### src/design/assert_macros.svh
// Assertion macros for the design files; tagged_free_run_finder_unit includes them.
`ifndef ASSERT_MACROS_SVH
`define ASSERT_MACROS_SVH

`ifndef ASSERT_OFF

`define ASSERT_IMPLIES(lbl, clk, rst_n, ante, cons) \
    lbl: assert property (@(posedge clk) disable iff (!rst_n) (ante) |-> (cons)) \
        else $error("assertion failed: overlapping implication");

`define ASSERT_NEXT(lbl, clk, rst_n, ante, cons) \
    lbl: assert property (@(posedge clk) disable iff (!rst_n) (ante) |=> (cons)) \
        else $error("assertion failed: next-cycle implication");

`else

`define ASSERT_IMPLIES(lbl, clk, rst_n, ante, cons)

`define ASSERT_NEXT(lbl, clk, rst_n, ante, cons)

`endif

`endif

### src/design/tfrf_pkg.sv
package tfrf_pkg;

    localparam int ADDR_BITS      = 24;
    localparam int BANK_BITS      = 15;
    localparam int SIZE_BITS      = 15;
    localparam int RUN_BITS       = 16;
    localparam int SKIP_BITS      = 17;
    localparam int FILL_BITS      = 3;
    localparam int WIN_BYTES      = 8;
    localparam int HEADER_BYTES   = 8;
    localparam int CFG_INDEX_BITS = 2;
    localparam int CFG_DATA_BITS  = 24;

    typedef logic [ADDR_BITS-1:0] addr_t;
    typedef logic [SIZE_BITS-1:0] size_t;
    typedef logic [RUN_BITS-1:0]  run_t;
    typedef logic [SKIP_BITS-1:0] skip_t;
    typedef logic [FILL_BITS-1:0] fill_t;
    typedef logic [WIN_BYTES-1:0][7:0] window_t;

    localparam logic [CFG_INDEX_BITS-1:0] CFG_REQ_SIZE   = 2'd0;
    localparam logic [CFG_INDEX_BITS-1:0] CFG_START_ADDR = 2'd1;
    localparam logic [CFG_INDEX_BITS-1:0] CFG_AGGRESSIVE = 2'd2;

    localparam size_t REQ_SIZE_RESET   = 15'd1;
    localparam addr_t START_ADDR_RESET = 24'h080000;

    // Tag letters in window order: byte 0 in the low bits.
    localparam logic [31:0] TAG_MAGIC = 32'h52415453;

    typedef struct packed {
        addr_t pos;
        run_t  run;
        skip_t skip;
        logic  done;
        addr_t maddr;
    } scan_t;

    typedef enum logic [1:0] {
        ST_RUN,
        ST_DRAIN,
        ST_FINISH
    } state_t;

endpackage

### src/design/tfrf_judge.sv
module tfrf_judge (
    input  tfrf_pkg::scan_t   cur,
    input  tfrf_pkg::window_t win,
    input  logic              full,
    input  tfrf_pkg::size_t   req_size,
    input  logic              aggressive,
    output tfrf_pkg::scan_t   nxt
);

    tfrf_pkg::run_t need;
    tfrf_pkg::run_t base_run;
    logic           tag_hit;
    logic [15:0]    tag_size;
    logic [15:0]    tag_inv;

    always_comb
    begin
        need     = tfrf_pkg::run_t'(req_size) + tfrf_pkg::run_t'(tfrf_pkg::HEADER_BYTES);
        base_run = (cur.pos[tfrf_pkg::BANK_BITS-1:0] == '0) ? '0 : cur.run;
        tag_hit  = full && ({win[3], win[2], win[1], win[0]} == tfrf_pkg::TAG_MAGIC);
        tag_size = {win[5], win[4]};
        tag_inv  = {win[7], win[6]};
        nxt      = cur;
        if (cur.done)
        begin
            nxt = cur;
        end
        else if (cur.skip != '0)
        begin
            nxt.skip = cur.skip - 1'b1;
        end
        else if (cur.run == need)
        begin
            nxt.done  = 1'b1;
            nxt.maddr = cur.pos - tfrf_pkg::addr_t'(need);
        end
        else if (tag_hit)
        begin
            if (tag_size != ~tag_inv)
            begin
                nxt.run = base_run + 1'b1;
            end
            else
            begin
                nxt.skip = tfrf_pkg::skip_t'(tag_size)
                         + tfrf_pkg::skip_t'(tfrf_pkg::HEADER_BYTES);
                nxt.run  = '0;
            end
        end
        else if (win[0] == 8'h00 || aggressive)
        begin
            nxt.run = base_run + 1'b1;
        end
        else
        begin
            nxt.run = '0;
        end
    end

endmodule

### src/design/tagged_free_run_finder_unit.sv
// Throughput: one image byte per cycle while the scan runs.
// Result: after the last byte is accepted, ST_DRAIN judges the k bytes (1 to 7) still in
// the lookahead window, one byte per cycle, and ST_FINISH then registers the result beat
// once the output register is free; in_stall is high in both states.
// Reset (rst_n, asynchronous, active low): all but the result registers reset, and the
// scan starts at the reset start address with an empty window and no result pending.
`include "assert_macros.svh"

module tagged_free_run_finder_unit (
    input  logic                                   clk,
    input  logic                                   rst_n,
    input  logic                                   cfg_we,
    input  logic [tfrf_pkg::CFG_INDEX_BITS-1:0]    cfg_index,
    input  logic [tfrf_pkg::CFG_DATA_BITS-1:0]     cfg_data,
    input  logic                                   in_valid,
    output logic                                   in_stall,
    input  logic [7:0]                             rom_byte,
    input  logic                                   last_byte,
    output logic                                   out_valid,
    input  logic                                   out_stall,
    output logic                                   found,
    output tfrf_pkg::addr_t                        region_start
);

    tfrf_pkg::size_t   req_size_reg;
    tfrf_pkg::addr_t   start_addr_reg;
    logic              aggressive_reg;
    tfrf_pkg::state_t  state_reg;
    tfrf_pkg::state_t  state_next;
    tfrf_pkg::scan_t   scan_reg;
    tfrf_pkg::scan_t   scan_next;
    tfrf_pkg::window_t win_reg;
    tfrf_pkg::window_t win_next;
    tfrf_pkg::fill_t   fill_reg;
    tfrf_pkg::fill_t   fill_next;
    logic              out_valid_reg;
    logic              found_reg;
    tfrf_pkg::addr_t   region_start_reg;

    tfrf_pkg::window_t entry_win;
    tfrf_pkg::window_t judge_win;
    tfrf_pkg::scan_t   judged;
    tfrf_pkg::scan_t   stepped;
    logic              in_fire;
    logic              out_load;
    logic              restart_cfg;

    assign in_stall     = (state_reg != tfrf_pkg::ST_RUN);
    assign in_fire      = in_valid && !in_stall;
    assign out_load     = (state_reg == tfrf_pkg::ST_FINISH) && (!out_valid_reg || !out_stall);
    assign restart_cfg  = cfg_we && (cfg_index == tfrf_pkg::CFG_START_ADDR);
    assign out_valid    = out_valid_reg;
    assign found        = found_reg;
    assign region_start = region_start_reg;

    always_comb
    begin
        for (int i = 0; i < tfrf_pkg::WIN_BYTES; i++)
        begin
            entry_win[i] = (fill_reg == tfrf_pkg::fill_t'(i)) ? rom_byte : win_reg[i];
        end
        judge_win = (state_reg == tfrf_pkg::ST_RUN) ? entry_win : win_reg;
    end

    tfrf_judge u_judge (
        .cur        (scan_reg),
        .win        (judge_win),
        .full       (state_reg == tfrf_pkg::ST_RUN),
        .req_size   (req_size_reg),
        .aggressive (aggressive_reg),
        .nxt        (judged)
    );

    always_comb
    begin
        stepped     = judged;
        stepped.pos = scan_reg.pos + 1'b1;
        state_next  = state_reg;
        scan_next   = scan_reg;
        win_next    = win_reg;
        fill_next   = fill_reg;
        case (state_reg)
            tfrf_pkg::ST_RUN:
            begin
                if (restart_cfg)
                begin
                    scan_next     = '0;
                    scan_next.pos = cfg_data;
                    win_next      = '0;
                    fill_next     = '0;
                end
                else if (in_fire)
                begin
                    if (fill_reg == tfrf_pkg::fill_t'(tfrf_pkg::WIN_BYTES - 1))
                    begin
                        scan_next = stepped;
                        win_next  = entry_win >> 8;
                    end
                    else
                    begin
                        win_next  = entry_win;
                        fill_next = fill_reg + 1'b1;
                    end
                    if (last_byte)
                    begin
                        state_next = tfrf_pkg::ST_DRAIN;
                    end
                end
            end
            tfrf_pkg::ST_DRAIN:
            begin
                scan_next = stepped;
                win_next  = win_reg >> 8;
                fill_next = fill_reg - 1'b1;
                if (fill_reg == tfrf_pkg::fill_t'(1))
                begin
                    state_next = tfrf_pkg::ST_FINISH;
                end
            end
            tfrf_pkg::ST_FINISH:
            begin
                if (out_load)
                begin
                    scan_next     = '0;
                    scan_next.pos = start_addr_reg;
                    win_next      = '0;
                    fill_next     = '0;
                    state_next    = tfrf_pkg::ST_RUN;
                end
            end
            default:
            begin
                state_next = tfrf_pkg::ST_RUN;
            end
        endcase
    end

    always_ff @(posedge clk or negedge rst_n)
    begin
        if (!rst_n)
        begin
            state_reg <= tfrf_pkg::ST_RUN;
        end
        else
        begin
            state_reg <= state_next;
        end
    end

    always_ff @(posedge clk or negedge rst_n)
    begin
        if (!rst_n)
        begin
            scan_reg <= '{pos: tfrf_pkg::START_ADDR_RESET, run: '0, skip: '0,
                          done: 1'b0, maddr: '0};
            win_reg  <= '0;
            fill_reg <= '0;
        end
        else
        begin
            scan_reg <= scan_next;
            win_reg  <= win_next;
            fill_reg <= fill_next;
        end
    end

    always_ff @(posedge clk or negedge rst_n)
    begin
        if (!rst_n)
        begin
            req_size_reg   <= tfrf_pkg::REQ_SIZE_RESET;
            start_addr_reg <= tfrf_pkg::START_ADDR_RESET;
            aggressive_reg <= 1'b0;
        end
        else if (cfg_we)
        begin
            case (cfg_index)
                tfrf_pkg::CFG_REQ_SIZE:
                begin
                    req_size_reg <= cfg_data[tfrf_pkg::SIZE_BITS-1:0];
                end
                tfrf_pkg::CFG_START_ADDR:
                begin
                    start_addr_reg <= cfg_data;
                end
                tfrf_pkg::CFG_AGGRESSIVE:
                begin
                    aggressive_reg <= cfg_data[0];
                end
                default:
                begin
                    aggressive_reg <= aggressive_reg;
                end
            endcase
        end
    end

    always_ff @(posedge clk or negedge rst_n)
    begin
        if (!rst_n)
        begin
            out_valid_reg <= 1'b0;
        end
        else if (out_load)
        begin
            out_valid_reg <= 1'b1;
        end
        else if (!out_stall)
        begin
            out_valid_reg <= 1'b0;
        end
    end

    always_ff @(posedge clk)
    begin
        if (out_load)
        begin
            found_reg        <= judged.done;
            region_start_reg <= judged.done ? judged.maddr : '0;
        end
    end

    `ASSERT_IMPLIES(a_beat_from_finish, clk, rst_n, $rose(out_valid_reg), $past(state_reg == tfrf_pkg::ST_FINISH))
    `ASSERT_IMPLIES(a_no_fit_zero_addr, clk, rst_n, out_valid_reg && !found_reg, region_start_reg == '0)
    `ASSERT_IMPLIES(a_drain_not_empty, clk, rst_n, state_reg == tfrf_pkg::ST_DRAIN, fill_reg != '0)
    `ASSERT_NEXT(a_restart_after_beat, clk, rst_n, out_load, (scan_reg.pos == $past(start_addr_reg)) && (fill_reg == '0) && !scan_reg.done)

endmodule

### config.mk
export PLATFORM = sky130hd
export DESIGN_NAME = tagged_free_run_finder_unit
export DESIGN_NICKNAME = d
export VERILOG_FILES = /design/src/design/tfrf_pkg.sv /design/src/design/tfrf_judge.sv /design/src/design/tagged_free_run_finder_unit.sv
export VERILOG_INCLUDE_DIRS = /design/src /design/src/design
export SDC_FILE = /design/constraint.sdc
export NUM_CORES = 1
export LEC_CHECK = 0
export ABC_AREA = 1
export BUFFER_PORTS_ARGS = -buffer_cell sky130_fd_sc_hd__buf_2
export CORE_MARGIN = 2
export CORE_UTILIZATION = 45
export DETAILED_ROUTE_END_ITERATION = 10
export GPL_TIMING_DRIVEN = 0
export HOLD_SLACK_MARGIN = 0.1
export SYNTH_ARGS = -nofsm -noshare
export SYNTH_HDL_FRONTEND = slang
export SYNTH_HIERARCHICAL = 1
export SYNTH_SLANG_ARGS = --single-unit
### constraint.sdc
create_clock -name clk -period 4.4 [get_ports clk]
set_input_delay 0.88 -clock clk [delete_from_list [all_inputs] [get_ports clk]]
set_output_delay 0.88 -clock clk [all_outputs]
set_load 0.1 [all_outputs]
==> flow_summary.yaml <==
clock_network:
  root_buffer: "clkbuf_16"
  clock_latency_ns: 0.58
  clockBufferDepth: 3
  hold_buffers: 0
  clk_pin_slew_ns: 0.06
  cts_setup_buffers: 0
  htreeDepth: 1
  cts_buffers: 27
  cts_tree: "done"
  cts_num_sinks: 217
pwr:
  pwr_density_cell_nw_per_um2: 787.4
  vdd_drop_max_uv: 446.7
  power_leakage_nw: 8.905
die:
  fp-row-count: 69
  die_h_um: 193.7
  dieArea_sq_um: 37530
  dieWidth_um: 193.7
  num_io_pins: 67
  core_area_sq_um: 35480
  initial_utilization_pct: 45.65
placement:
  place_ws_ns: -0.05021
  port_buffers: 66
  hpwl_um: 40120
  gp_congestion: 0.9710
  placed_cell_area_sq_um: 17150
sta:
  fin_crit_sh_pct: 93.51
  slew_violations: 0
  hold_slack_ns: 0.3054
  period_needed_ns: 4.114
  slew_headroom_pct: 39.63
  hold_violations: 0
  finClkSkew_ns: 0.01941
  max_freq_ghz: 0.2430
  setup_tns_ns: 0
  fin_ws_ns: 0.2856
  setup_viol: 0
  worst_pin_slew_ns: 0.8973
  rsz0062_at_grt: "false"
detailed_routing:
  ant_nets: 0
  num_vias: 16672
  drt_iter0_markers: 1394
  post_drt_via_cell_ratio: 5.546
  firstDrtPassIters: 5
  wl_um: 53470
  routedWlPerCell_um: 17.79
  drc: 0
outcome:
  outcome: "complete, no violations"
yosys:
  syn_inst: 2428
  syn_nets: 2503
  avgSynthCellArea_sq_um: 6.672
  ys_warn_count: 6
  syn_area_sq_um: 16200
critical_path:
  start_kind: "flip-flop"
  path_class: "reg2reg"
  r2r_cells: 18
  cp-startpoint: "state_reg[0]"
  critPathRequiredTime_ns: 4.86
  timing.rr.end: "scan_reg[42]"
  end_kind: "flip-flop"
  crit_arrival_ns: 4.58
  r2r-start: "state_reg[0]"
  rrSetupSlack_ns: 0.29
  crit_fanout: 10
cells_and_area:
  final_core_util_pct: 50.88
  layout_commonest_cell: "nand2_1"
  stdcell_area_sq_um: 18050
  fin_nets: 2599
  n_antenna_cell: 0
  largest_register_ffs: 82
  area_growth_pct: 11.45
  final_cell_mix: "nand2_1 (743), inv_1 (252), o21ai_0 (226)"
  drive_gt1_share_pct: 10.57
grt:
  track_usage_pct: 28.46
  met1_usage_pct: 37.92
  overflow: 0
  grt_pass1_vias: 15970
  grt_busiest_layer: "met2"
  grt_max_degree: 109
  grtUsageMet3_pct: 2.974
  antenna_found_initial: 0
  grt_pass1_wl_um: 86460
  grtUsageMet2_pct: 47.80
min_path:
  hold_class: "in2async"
run:
  maxCapViolCount: 0
[through the flow]
stage / cells / total power, mW
CTS: 3006 / 14.14
floorplan: 2428 / 9.269
global route: 3006 / 15.35
global placement: 2955 / 11.70
finish: 3006 / 14.22
detailed placement: 2956 / 11.80
[where the power goes]
| part | switching [mW] | internal [mW] |
|---|---|---|
| logic | 6.17 | 2.58 |
| clock network | 0.953 | 1.32 |
| registers | 0.535 | 2.66 |
| total | 7.66 | 6.56 |
[per-layer routing]
metal  routed length, um  up-vias
met5                   0        -
met2               25190      583
met1               23070     7862
li1                    -     8100
met4                2216        0
met3                2985      127
[how the worst max path moves through the flow]
| stage | slack (ns) | endpoint | cells past startpoint |
|---|---|---|---|
| after floorplan | 0.54 | scan_reg[26] | 25 |
| after global placement | -1.14 | scan_reg[38] | 1 |
| after detailed placement | -0.05 | scan_reg[53] | 18 |
| after CTS | 0.05 | scan_reg[42] | 18 |
| after global routing | 0.0004 | scan_reg[45] | 17 |
| final | 0.29 | scan_reg[42] | 18 |
[worst max-delay path: stages (launching register included)]
cell and delay (ns):
dfrtp_1 0.42, inv_1 0.14, ha_1 0.42, inv_2 0.16
clkbuf_2 0.27, clkbuf_2 0.31, nand2_1 0.11, o21ai_0 0.20
nor3_1 0.26, nand3_1 0.09, nor2_1 0.12, nand4_1 0.23
nor2_1 0.30, nor2_1 0.12, nand3_1 0.18, clkbuf_1 0.34
o21ai_0 0.15, nand3_1 0.11, nand2_1 0.07
[layout make-up]
class / count / area [sq um]
clock inverter: 10 / 121.4
buffer: 103 / 519.2
sequential: 217 / 5559
timing repair buffer: 67 / 367.9
fill: 3612 / 17430
inverter: 274 / 1030
multi-input combinational: 1834 / 9115
clock buffer: 40 / 764.5
tap: 461 / 576.8
[repair_timing]
item / CTS / global route
gates cloned: 0 / 0
resized for setup: 1 / 19
endpoints found under the setup margin: 11 / 28
No activity file was read; power rests on OpenSTA's default activity.
